==> config.mk <==
export PLATFORM = sky130hd
export DESIGN_NAME = decimal_amount_parser_flat
export DESIGN_NICKNAME = d
export VERILOG_FILES = /design/src/hdl/dap_pkg.sv /design/src/hdl/dap_text_if.sv /design/src/hdl/dap_result_if.sv /design/src/hdl/dap_scan.sv /design/src/hdl/dap_outreg.sv /design/src/hdl/decimal_amount_parser.sv /design/src/flat_wrapper.sv
export SDC_FILE = /design/constraint.sdc
export NUM_CORES = 1
export LEC_CHECK = 0
export BUFFER_PORTS_ARGS = -buffer_cell sky130_fd_sc_hd__buf_2
export CORE_MARGIN = 4
export CORE_UTILIZATION = 45
export CTS_CLUSTER_DIAMETER = 40
export DETAILED_ROUTE_END_ITERATION = 10
export GPL_TIMING_DRIVEN = 1
export SYNTH_ARGS = -nofsm -noshare
export SYNTH_HDL_FRONTEND = slang
export SYNTH_SLANG_ARGS = --single-unit
==> constraint.sdc <==
create_clock -name clk -period 6.4 [get_ports clk]
set_clock_uncertainty 0.1 [all_clocks]
set_input_delay 0.64 -clock clk [delete_from_list [all_inputs] [get_ports clk]]
set_output_delay 0.64 -clock clk [all_outputs]
set_load 0.03 [all_outputs]
==> src/hdl/dap_pkg.sv <==
// ============================================================================
// dap_pkg: shared types and constants of the decimal amount parser
// Character codes, parse phases, result status codes and the powers of ten
// used to weight whole and fraction digits.
// ============================================================================
package dap_pkg;

	localparam int FRACTION_DIGITS = 6;

	localparam int AmountW = 64;
	localparam int CharW   = 8;
	localparam int DigitW  = 4;
	// fraction digit count, wide enough to hold FRACTION_DIGITS itself
	localparam int CountW  = $clog2(FRACTION_DIGITS + 2);
	localparam int PowIdxW = 5;
	// accumulator times ten plus a weighted digit fits this width
	localparam int SumW    = AmountW + 5;
	localparam int ProdW   = AmountW + DigitW;

	localparam logic [CharW-1:0] CH_PLUS  = 8'h2B;
	localparam logic [CharW-1:0] CH_MINUS = 8'h2D;
	localparam logic [CharW-1:0] CH_POINT = 8'h2E;
	localparam logic [CharW-1:0] CH_ZERO  = 8'h30;
	localparam logic [CharW-1:0] CH_NINE  = 8'h39;

	localparam logic [AmountW-1:0] POW10 [20] = '{
		64'd1,
		64'd10,
		64'd100,
		64'd1000,
		64'd10000,
		64'd100000,
		64'd1000000,
		64'd10000000,
		64'd100000000,
		64'd1000000000,
		64'd10000000000,
		64'd100000000000,
		64'd1000000000000,
		64'd10000000000000,
		64'd100000000000000,
		64'd1000000000000000,
		64'd10000000000000000,
		64'd100000000000000000,
		64'd1000000000000000000,
		64'd10000000000000000000
	};

	// atoms per whole unit
	localparam logic [AmountW-1:0] COIN = POW10[FRACTION_DIGITS];

	typedef enum logic [1:0] {
		PH_START,
		PH_WHOLE,
		PH_FRAC,
		PH_DONE
	} phase_t;

	typedef enum logic [1:0] {
		ST_OK,
		ST_EMPTY,
		ST_FRAC,
		ST_OVER
	} status_t;

	typedef struct packed {
		logic [AmountW-1:0] amount;
		status_t            status;
	} fin_t;

endpackage

==> src/hdl/dap_text_if.sv <==
// ============================================================================
// dap_text_if: character channel
// One character byte per transfer, with a terminator flag that ends the string.
// ============================================================================
interface dap_text_if;
	logic       valid;
	logic       ready;
	logic [7:0] ch;
	logic       terminator;

	modport source (output valid, output ch, output terminator, input ready);
	modport sink (input valid, input ch, input terminator, output ready);
endinterface

==> src/hdl/dap_result_if.sv <==
// ============================================================================
// dap_result_if: result channel
// One parsed amount in atoms and its status code per transfer.
// ============================================================================
interface dap_result_if;
	logic        valid;
	logic        ready;
	logic [63:0] amount;
	logic [1:0]  status;

	modport source (output valid, output amount, output status, input ready);
	modport sink (input valid, input amount, input status, output ready);
endinterface

==> src/hdl/dap_scan.sv <==
// ============================================================================
// dap_scan: character scanner and atom accumulator
// Tracks the parse phase and keeps the running amount in atoms, with sticky
// overflow and fraction error flags; presents the finished result for the
// string seen so far.
// ============================================================================
module dap_scan (
	input  logic                clk,
	input  logic                arst_n,
	input  logic                adv,
	input  logic [7:0]          ch,
	input  logic                terminator,
	output dap_pkg::fin_t       fin,
	output logic                fresh
);
	import dap_pkg::*;

	phase_t               phase_q, phase_d;
	logic [AmountW-1:0]   acc_q, acc_d;
	logic                 ovf_q, ovf_d;
	logic [CountW-1:0]    cnt_q, cnt_d;
	logic                 neg_q, neg_d;
	logic                 ferr_q, ferr_d;

	logic                 is_digit, is_sign, is_point, room, in_frac;
	logic                 take_whole, take_frac, frac_over;
	logic [DigitW-1:0]    digit;
	logic [PowIdxW-1:0]   pow_idx;
	logic [AmountW-1:0]   weight;
	logic [ProdW-1:0]     prod;
	logic [SumW-1:0]      base, sum;
	logic                 sum_ovf;

	assign is_digit = ch inside {[CH_ZERO:CH_NINE]};
	assign is_sign  = (ch == CH_PLUS) || (ch == CH_MINUS);
	assign is_point = ch == CH_POINT;
	assign digit    = DigitW'(ch - CH_ZERO);
	assign room     = cnt_q < CountW'(FRACTION_DIGITS);
	assign in_frac  = phase_q == PH_FRAC;

	assign take_whole = (phase_q == PH_START || phase_q == PH_WHOLE) && is_digit;
	assign take_frac  = in_frac && is_digit && room;
	assign frac_over  = in_frac && is_digit && !room;

	// place weight of a fraction digit: 10^(FRACTION_DIGITS-1-count)
	assign pow_idx = room ? PowIdxW'(FRACTION_DIGITS - 1) - PowIdxW'(cnt_q) : '0;
	assign weight  = in_frac ? POW10[pow_idx] : COIN;
	assign prod    = ProdW'(digit) * ProdW'(weight);
	assign base    = in_frac ? SumW'(acc_q)
	                         : ({2'b00, acc_q, 3'b000} + {4'b0000, acc_q, 1'b0});
	assign sum     = base + SumW'(prod);
	assign sum_ovf = |sum[SumW-1:AmountW];

	// next phase
	always_comb begin
		phase_d = phase_q;
		if (terminator) begin
			phase_d = PH_START;
		end else begin
			case (phase_q)
				PH_START, PH_WHOLE: begin
					if (phase_q == PH_START && is_sign) begin
						phase_d = PH_WHOLE;
					end else if (is_digit) begin
						phase_d = PH_WHOLE;
					end else if (is_point) begin
						phase_d = PH_FRAC;
					end else begin
						phase_d = PH_DONE;
					end
				end
				PH_FRAC: begin
					if (!is_digit || !room) begin
						phase_d = PH_DONE;
					end
				end
				default: phase_d = phase_q;
			endcase
		end
	end

	// accumulator and flags
	always_comb begin
		acc_d  = acc_q;
		ovf_d  = ovf_q;
		cnt_d  = cnt_q;
		neg_d  = neg_q;
		ferr_d = ferr_q;
		if (terminator) begin
			acc_d  = '0;
			ovf_d  = 1'b0;
			cnt_d  = '0;
			neg_d  = 1'b0;
			ferr_d = 1'b0;
		end else begin
			if (phase_q == PH_START && is_sign) begin
				neg_d = ch == CH_MINUS;
			end
			if ((take_whole || take_frac) && !ovf_q) begin
				if (sum_ovf) begin
					ovf_d = 1'b1;
				end else begin
					acc_d = sum[AmountW-1:0];
				end
			end
			if (take_frac) begin
				cnt_d = cnt_q + CountW'(1);
			end
			if (frac_over) begin
				ferr_d = 1'b1;
			end
		end
	end

	always_ff @(posedge clk or negedge arst_n) begin
		if (!arst_n) begin
			phase_q <= PH_START;
			acc_q   <= '0;
			ovf_q   <= 1'b0;
			cnt_q   <= '0;
			neg_q   <= 1'b0;
			ferr_q  <= 1'b0;
		end else if (adv) begin
			phase_q <= phase_d;
			acc_q   <= acc_d;
			ovf_q   <= ovf_d;
			cnt_q   <= cnt_d;
			neg_q   <= neg_d;
			ferr_q  <= ferr_d;
		end
	end

	// result for the string seen so far; fraction error wins over overflow
	always_comb begin
		fin.amount = '0;
		if (phase_q == PH_START) begin
			fin.status = ST_EMPTY;
		end else if (ferr_q) begin
			fin.status = ST_FRAC;
		end else if (ovf_q || (neg_q && acc_q != '0)) begin
			fin.status = ST_OVER;
		end else begin
			fin.status = ST_OK;
			fin.amount = acc_q;
		end
	end

	assign fresh = phase_q == PH_START;

endmodule

==> src/hdl/dap_outreg.sv <==
// ============================================================================
// dap_outreg: result register
// Holds one finished result until the result channel takes it.
// ============================================================================
module dap_outreg (
	input  logic                clk,
	input  logic                arst_n,
	input  logic                load,
	input  dap_pkg::fin_t       fin,
	output logic                hold,
	dap_result_if.source        result
);
	import dap_pkg::*;

	logic               valid_q;
	logic [AmountW-1:0] amount_q;
	status_t            status_q;

	always_ff @(posedge clk or negedge arst_n) begin
		if (!arst_n) begin
			valid_q <= 1'b0;
		end else if (load) begin
			valid_q <= 1'b1;
		end else if (result.ready) begin
			valid_q <= 1'b0;
		end
	end

	always_ff @(posedge clk) begin
		if (load) begin
			amount_q <= fin.amount;
			status_q <= fin.status;
		end
	end

	assign hold          = valid_q && !result.ready;
	assign result.valid  = valid_q;
	assign result.amount = amount_q;
	assign result.status = status_q;

endmodule

==> src/hdl/decimal_amount_parser.sv <==
// ============================================================================
// decimal_amount_parser: decimal amount string to fixed-point atoms
// Character-serial parser with an input register, a scanner and a result
// register.
// ============================================================================
// The block takes one character per transfer on text and one transfer per
// cycle while text is not stalled. A string is an optional '+' or '-', whole
// digits, and an optional '.' with up to FRACTION_DIGITS fraction digits;
// the first character outside that form ends the parse and the rest is
// ignored up to the terminator. A transfer with terminator set gives one
// result: amount in atoms (whole * 10^FRACTION_DIGITS + scaled fraction) and
// a status of ok, empty, too many fraction digits or overflow; amount is zero
// for any status other than ok, and a nonzero negative amount reports overflow.
// The result appears on result after passing the input register and then the
// result register. The atom accumulator in the scanner takes each digit with a
// single multiply-by-ten and add, the multiply for whole digits only. The text
// channel stalls only while a terminator waits in the input register and the
// previous result is still held by the result channel.
module decimal_amount_parser (
	input  logic          clk,
	input  logic          arst_n,
	dap_text_if.sink      text,
	dap_result_if.source  result
);
	import dap_pkg::*;

	// input register
	logic             valid_s1;
	logic [CharW-1:0] ch_s1;
	logic             term_s1;

	logic             adv_s1;
	logic             hold;
	logic             fresh;
	fin_t             fin;

	// advance the input register unless a terminator must wait for the
	// result register to drain
	assign adv_s1     = valid_s1 && !(term_s1 && hold);
	assign text.ready = !valid_s1 || adv_s1;

	always_ff @(posedge clk or negedge arst_n) begin
		if (!arst_n) begin
			valid_s1 <= 1'b0;
		end else if (text.ready) begin
			valid_s1 <= text.valid;
		end
	end

	// capture the payload on each transfer
	always_ff @(posedge clk) begin
		if (text.valid && text.ready) begin
			ch_s1   <= text.ch;
			term_s1 <= text.terminator;
		end
	end

	// scanner: update phase and accumulator, present the finished result
	dap_scan u_scan (
		.clk        (clk),
		.arst_n     (arst_n),
		.adv        (adv_s1),
		.ch         (ch_s1),
		.terminator (term_s1),
		.fin        (fin),
		.fresh      (fresh)
	);

	// result register: load on each terminator that advances
	dap_outreg u_outreg (
		.clk    (clk),
		.arst_n (arst_n),
		.load   (adv_s1 && term_s1),
		.fin    (fin),
		.hold   (hold),
		.result (result)
	);

	// any status other than ok carries a zero amount
	assert property (@(posedge clk) disable iff (!arst_n)
		result.valid && result.status != ST_OK |-> result.amount == '0)
		else $error("nonzero amount with error status");

	// a terminator returns the scanner to its start phase
	assert property (@(posedge clk) disable iff (!arst_n)
		adv_s1 && term_s1 |=> fresh)
		else $error("scanner not cleared after terminator");

	// a terminator that advances always leaves a result to transfer
	assert property (@(posedge clk) disable iff (!arst_n)
		adv_s1 && term_s1 |=> result.valid)
		else $error("result lost after terminator");

endmodule
==> src/flat_wrapper.sv <==
// flat-port wrapper written by rule: the top's interface ports become plain ports
module decimal_amount_parser_flat import dap_pkg::*;
  (clk, arst_n, text_valid, text_ch, text_terminator, text_ready, result_valid, result_amount, result_status, result_ready);
  dap_text_if text_i ();
  dap_result_if result_i ();
  input  logic clk;
  input  logic arst_n;
  input wire logic [$bits(text_i.valid)-1:0] text_valid;
  input wire logic [$bits(text_i.ch)-1:0] text_ch;
  input wire logic [$bits(text_i.terminator)-1:0] text_terminator;
  output wire logic [$bits(text_i.ready)-1:0] text_ready;
  output wire logic [$bits(result_i.valid)-1:0] result_valid;
  output wire logic [$bits(result_i.amount)-1:0] result_amount;
  output wire logic [$bits(result_i.status)-1:0] result_status;
  input wire logic [$bits(result_i.ready)-1:0] result_ready;
  assign text_i.valid = text_valid;
  assign text_i.ch = text_ch;
  assign text_i.terminator = text_terminator;
  assign text_ready = text_i.ready;
  assign result_valid = result_i.valid;
  assign result_amount = result_i.amount;
  assign result_status = result_i.status;
  assign result_i.ready = result_ready;
  decimal_amount_parser u_core (.clk(clk), .arst_n(arst_n), .text(text_i), .result(result_i));
endmodule
==> summary.md, run 1 <==
| Metric | Value |
|---|---|
| DRT antenna net count | `0` |
| Die Wd | `214 um` |
| Vias in the first global route | `18.3k` |
| Setup ws final | `-0.382 ns` |
| P_leak | `0.0127 uW` |
| Max incr delay on CP | `between 0.5 and 0.6 ns` |
| Final Hold Fails | `0` |
| XOR/XNOR Fraction of Synth Area | `0.0560` |
| Combinational Power Share | `0.795` |
| First-pass GRT wire length | `~100000 um` |
| Die Y-Extent | `214 um` |
| Area added between synthesis and finish | `32.0%` |
| Power density over the cells | `483 nW/um^2` |
| Commonest non-fill, non-tap cell in the layout | `buf_4` |
| Max-cap viol count | `0` |
| Initial antenna violation count | `1` |
| Status | `finished, violations left` |
| Post-synthesis compound-gate area fraction | `0.194` |
| Synth Area per Inst | `8.68 um^2` |
| CORE AREA | `41900 um^2` |
| Drt wl/cell | `about 19 um` |
| CTS tree | `built` |
| Antenna Cells | `0` |
| DIE AREA | `45800 um^2` |
| Initial Util | `0.455` |
| Site Rows | `75` |
| Layout net count | `3123` |
| Drt total wl | `63200 um` |
| Dpl hpwl | `approximately 50000 um` |
| WHS | `roughly 0.22 ns` |
| Crit path DAT | `7.07 ns` |
| IO buf count | `80` |
| Internal Power | `just over 6000 uW` |
| Setup violations, final | `64` |
| Synth warn | `0` |
| Max-slew violations | `0` |
| Most frequent cells in the layout | `buf_4 (425), inv_1 (282), nand2_1 (170), fa_1 (162), conb_1 (156)` |
| GR Overflow Total | `0` |
| Crit start category | `register` |
| Post-synthesis mux area share | `0.0148` |
| Gpl congestion | `approximately 0.99` |
| Flop pwr share | `0.113` |
| Synth Instances | `approximately 2.2k` |
| Part of the Yosys area used for sequential elements | `0.215` |
| Worst-skew pair later-pin latency | `0.51 ns` |
| Worst-Margin Slew | `1.12 ns` |
| Synth Area in Simple Gates | `0.164` |
| Fraction of layout cells with a size suffix above 1 | `0.243` |
| RSZ-0062 raised after global routing | `yes` |
| GRT Total Usage | `0.276` |
| Worst Path Required | `6.69 ns` |
| Vias per inst | `5.43` |
| Flop and latch count out of synthesis | `149` |
| Post-synth EDFFs | `75` |
| Cell area after synthesis | `19100 um^2` |
| Post-synth cell types | `76` |
| Htree depth | `4` |
| IO Count | `81` |
| Initial DRT Pass Iterations | `5` |
| Remaining DRCs | `0` |
| Kind of critical path | `reg -> reg` |
| Setup slack after placement | `-0.595 ns` |
| Fmax | `0.147 GHz` |
| Crit-path max FO | `6` |
| Pin count of the biggest net entering global routing | `51` |
| Final critical-path share of the clock period | `1.06` |
| Sw frac | `0.496` |
| Cell repeated most along the worst path | `buf_4` |
| Slowest CP cell | `or4_4` |
| Clock power share | `0.092` |
| Initial DRC Count | `1286` |
| Register clock-pin slew on the reported worst setup and hold paths | `roughly 0.080 ns` |
| CTS Buffer Depth | `2` |
| Crit end category | `register` |
| Failing checks | `setup timing` |
| Most used DFF post-synth | `edfxtp_1` |
| Root Driver | `clkbuf_16` |
| Min cycle time layout | `6.78 ns` |
| Rel. slew slack | `0.247` |
| TritonCTS Buffers | `17` |
| Clk sinks | `between 100 and 150` |
| Maximum vdd ir drop | `228 uV` |
| Largest family of logic cells by synthesized area | `adder cells` |
| Async set-or-reset flop fraction in the synthesized netlist | `0.497` |
| Hold Crit Class | `in -> reg` |
| P_sw | `between 6000 and 7000 uW` |
| Total number of vias | `18.1k` |
| Adder and majority gate portion of the synthesized area | `0.273` |
-- area by class of cell --
type / instances / area, um^2
fillers: 3764 / 16800
multi-input cells: 1808 / 14700
flip-flops and latches: 149 / 4120
repair buffers: 526 / 4000
inverters: 289 / 1090
well taps: 539 / 674
clock buffers: 17 / 425
clock inverters: 15 / 193
-- worst paths after layout --
kind / start / depth (start not counted) / end / slack [ns]
worst min-delay path: text_ch[3] / 1 / u_core.ch_s1[3] / 0.22
max in group asynchronous: arst_n / 3 / u_core.u_scan.acc_q[12] / 4.63
min in group asynchronous: arst_n / 2 / u_core.u_scan.acc_q[8] / 0.50
worst max-delay path: u_core.u_scan.acc_q[3] / 31 / u_core.u_scan.acc_q[46] / -0.38
worst min register to register: u_core.u_outreg.result.valid / 2 / u_core.u_outreg.result.valid / 0.48
worst max register to register: u_core.u_scan.acc_q[3] / 31 / u_core.u_scan.acc_q[46] / -0.38
-- timing repair --
action | in CTS | in global routing
endpoints found under the setup margin | 65 | 65
hold endpoints to repair | 24 | 0
resized for setup | 86 | 55
buffers inserted | 33 | 15
pin swaps | 51 | 14
gates cloned | 6 | 1
hold buffers | 1 | 0
-- metrics by stage --
stage | utilization | power, uW | instances | cell area, um^2 | setup TNS (ns)
after CTS | 0.592 | 11600 | 3327 | 24800 | -13.16
after global routing | 0.601 | 13200 | 3343 | 25200 | -33.81
after global placement | 0.556 | 10100 | 3256 | 23300 | -31.15
after floorplan | - | 6890 | 2351 | 19700 | 0
after detailed placement | 0.556 | 10200 | 3256 | 23300 | -35.62
final | 0.601 | 12200 | 3343 | 25200 | -19.94
-- flip-flops by register name, summed over array words and instances, names as in the netlist --
| signal | cells |
|---|---|
| u_core.u_scan.ferr_q | 1 |
| u_core.term_s1 | 1 |
| u_core.u_outreg.result.amount | 64 |
| u_core.u_scan.neg_q | 1 |
| u_core.u_scan.cnt_q | 3 |
| u_core.u_outreg.result.status | 2 |
| u_core.valid_s1 | 1 |
| u_core.u_scan.acc_q | 64 |
| u_core.u_outreg.result.valid | 1 |
| u_core.u_scan.ovf_q | 1 |
| u_core.u_scan.phase_q | 2 |
| u_core.ch_s1 | 8 |
-- power groups by stage --
stage	clock network (uW)	logic [uW]	registers, uW
finish	1120	9670	1380
CTS	1140	9130	1370
floorplan	0	5490	1400
global route	1180	10600	1390
global placement	0	8760	1370
detailed placement	0	8800	1370
-- per-layer routing --
layer  up-vias  global-route usage  routed length [um]  share of wire
met4         0              0.0711                1440          0.023
met5         -                   0                   0              0
met2       568               0.441               28800           0.46
li1       8625                   -                   -              -
met3        79              0.0438                3720          0.059
met1      8866               0.395               29100           0.46
-- synth_stat cells (all sizes together), types with 27 or more instances --
cell type  instances  area (um^2)
xor2              55          482
clkbuf            71          267
ha               156         1950
nand3             31          155
and3              27          169
and2             128          801
dfrtp             74         1850
a21oi            151          756
nor2              94          353
fa               163         3260
mux2i             27          270
inv              289         1080
edfxtp            75         2250
xnor2             67          587
a21o              59          443
buf               34          218
nand4             42          269
nand2            170          638
nor3              29          150
a22o              47          412
o21ai            140          701
-- worst max-delay path: cells and delay by family (launching register included) --
kind / cells / cell delay, ns
xor gates and xnor gates: 2 / 0.21
AOI/OAI and AO/OA: 11 / 2.21
muxes: 1 / 0.10
and+or+nand+nor: 6 / 1.57
buffers and inverters: 8 / 1.16
DFF: 1 / 0.49
adders and majority gates: 3 / 0.85
-- cell families (layout without fill, tap and decap cells) --
group                    Yosys count  count (layout)
flip-flops                       149             149
adder cells (fa/ha/maj)          319             319
other                              2             156
buffers and inverters            394             847
AO/OA/AOI/OAI                    572             572
AND/OR/NAND/NOR                  611             611
XOR/XNOR                         122             122
multiplexers                      28              28
No activity file was read; power rests on OpenSTA's default activity.
==> run 2: changes to the inputs <==
Settings changed: SYNTH_HIERARCHICAL set to 1.
==> summary.md, run 2 <==
| Metric | Value |
|---|---|
| Max incr delay on CP | `approximately 0.48 ns` |
| Most frequent cell after synthesis | `inv_1` |
| Post-synth top cells | `inv_1 (316), a21oi_1 (168), fa_1 (163)` |
| Kind of critical path | `reg -> reg` |
| Initial DRT Pass Iterations | `6` |
| CORE AREA | `roughly 44000 um^2` |
| Max-slew violations | `0` |
| Synth Instances | `roughly 2.3k` |
| Part of the Yosys area used for sequential elements | `0.205` |
| Most frequent cells in the layout | `buf_4 (518), inv_1 (307), fa_1 (162), conb_1 (156), a21oi_1 (139)` |
| Synth Area per Inst | `~8.6 um^2` |
| Synth top area share | `0.163` |
| Cell taking the most area after synthesis | `fa_1` |
| GR Overflow Total | `0` |
| Rel. slew slack | `0.279` |
| Post-synth cell types | `88` |
| Layout net count | `3330` |
| Cell repeated most along the worst path | `o21ai_4` |
| Worst-Margin Slew | `1.07 ns` |
| Setup ws final | `-0.166 ns` |
| Crit-path max FO | `7` |
| Area added between synthesis and finish | `36.2%` |
| Vias per inst | `5.50` |
| Worst Path Required | `6.64 ns` |
| FILL cells | `3837` |
| Status | `finished, violations left` |
| CTS Buffer Depth | `2` |
| Post-synth EDFFs | `75` |
| IO Count | `81` |
| Initial antenna violation count | `1` |
| Register clock-pin slew on the reported worst setup and hold paths | `approximately 0.08 ns` |
| DIE AREA | `~48000 um^2` |
| Drt wl/cell | `19.3 um` |
| Vias in the first global route | `19.6k` |
| Min cycle time layout | `6.57 ns` |
| Final critical-path share of the clock period | `1.03` |
| Hold Crit Class | `in -> reg` |
| Dpl hpwl | `54200 um` |
| Fmax | `0.152 GHz` |
| Antenna Cells | `0` |
| CTS tree | `built` |
| Slowest CP cell | `or4b_4` |
| Worst-skew pair later-pin latency | `about 0.5 ns` |
| Cell area after synthesis | `20000 um^2` |
| Top cells by area, synth | `fa_1 (16%), edfxtp_1 (11%), ha_1 (9.9%)` |
| Root Driver | `clkbuf_16` |
| Pin count of the biggest net entering global routing | `68` |
| DRT antenna net count | `0` |
| Initial DRC Count | `1795` |
| Htree depth | `4` |
| Flop and latch count out of synthesis | `149` |
| IO buf count | `80` |
| Gpl congestion | `between 1 and 1.5` |
| Synth warn | `6` |
| Crit start category | `register` |
| Fraction of layout cells with a size suffix above 1 | `0.291` |
| Total number of vias | `19.8k` |
| First-pass GRT wire length | `108000 um` |
| Die Wd | `219 um` |
| Commonest non-fill, non-tap cell in the layout | `buf_4` |
| Setup slack after placement | `-1.06 ns` |
| Final Hold Fails | `0` |
| Clk sinks | `roughly 150` |
| Most used DFF post-synth | `edfxtp_1` |
| Site Rows | `77` |
| Max-cap viol count | `0` |
| GRT Total Usage | `0.289` |
| Drt total wl | `69300 um` |
| Crit path DAT | `6.81 ns` |
| TritonCTS Buffers | `17` |
| Async set-or-reset flop fraction in the synthesized netlist | `0.497` |
| RSZ-0062 raised after global routing | `yes` |
| Initial Util | `0.454` |
| Die Y-Extent | `219 um` |
| Crit end category | `register` |
| Setup violations, final | `62` |
| Remaining DRCs | `0` |
| Failing checks | `setup timing` |
[run 2: area by class of cell]
class	count	area (um^2)	area share
clock buffers	17	425	0.0156
multi-input cells	1894	16100	0.589
clock inverters	15	154	0.00564
flip-flops and latches	149	4120	0.151
inverters	317	1190	0.0436
repair buffers	617	4570	0.168
well taps	592	741	0.0272
[run 2: final timing paths]
kind                                   startpoint                 endpoint  slack, ns  cells after the start
max                        u_core/u_scan/acc_q[7]  u_core/u_scan/acc_q[27]      -0.17                     30
min                               text_terminator           u_core/term_s1       0.20                      1
max reg2reg                u_core/u_scan/acc_q[7]  u_core/u_scan/acc_q[27]      -0.17                     30
min reg2reg                   u_core/u_scan/neg_q      u_core/u_scan/neg_q       0.44                      1
max in group asynchronous                  arst_n   u_core/u_scan/acc_q[3]       4.58                      3
min in group asynchronous                  arst_n  u_core/u_scan/acc_q[18]       0.47                      2
[run 2: worst max-delay path: cells and delay by family, from the launching register on]
family          cells  cell delay, ns
compound gates      9            1.68
xor+xnor            1            0.09
fa+ha+maj           3            0.97
buf+inv             6            0.89
flops               1            0.44
mux                 2            0.52
simple gates        9            1.66
[run 2: kinds of logic after synthesis]
logic type	count (synthesis)	synth area share
other	2	0.000375
XOR/XNOR	117	0.0512
AND/OR/NAND/NOR	619	0.164
flip-flops	149	0.205
adder cells (fa/ha/maj)	321	0.262
multiplexers	66	0.0332
buffers and inverters	431	0.0867
AO/OA/AOI/OAI	615	0.198
[run 2: per-stage QoR]
step	cell area, um^2	util	hold slack (ns)	setup TNS [ns]	std cells
after global routing	27300	0.618	0.182	-22.73	3601
after CTS	26600	0.603	0.170	-2.64	3584
after detailed placement	24900	0.564	0.419	-60.96	3512
after floorplan	20600	-	0.244	0	2474
final	27300	0.618	0.203	-6.33	3601
after global placement	24900	0.564	0.417	-48.39	3512
[run 2: layer usage]
layer  up-vias  global-route usage  wire length [um]
met2       658               0.465             32100
met5         -                   0                 0
li1       9315                   -                 -
met4         0               0.102              2430
met3       120              0.0438              4310
met1      9709               0.399             30500
[run 2: timing repair]
item                                    in CTS  in global routing
gates resized for setup                    171                113
hold buffers                                 1                  0
endpoints found under the hold margin       17                  0
setup buffers                               38                 21
cloned                                       2                  1
pin swaps                                   79                 81
endpoints found under the setup margin      65                 65
Power of run 2 is left out: the tool's default activity adds up to more than one toggle a clock period on the data nets, which glitch-free logic cannot reach.
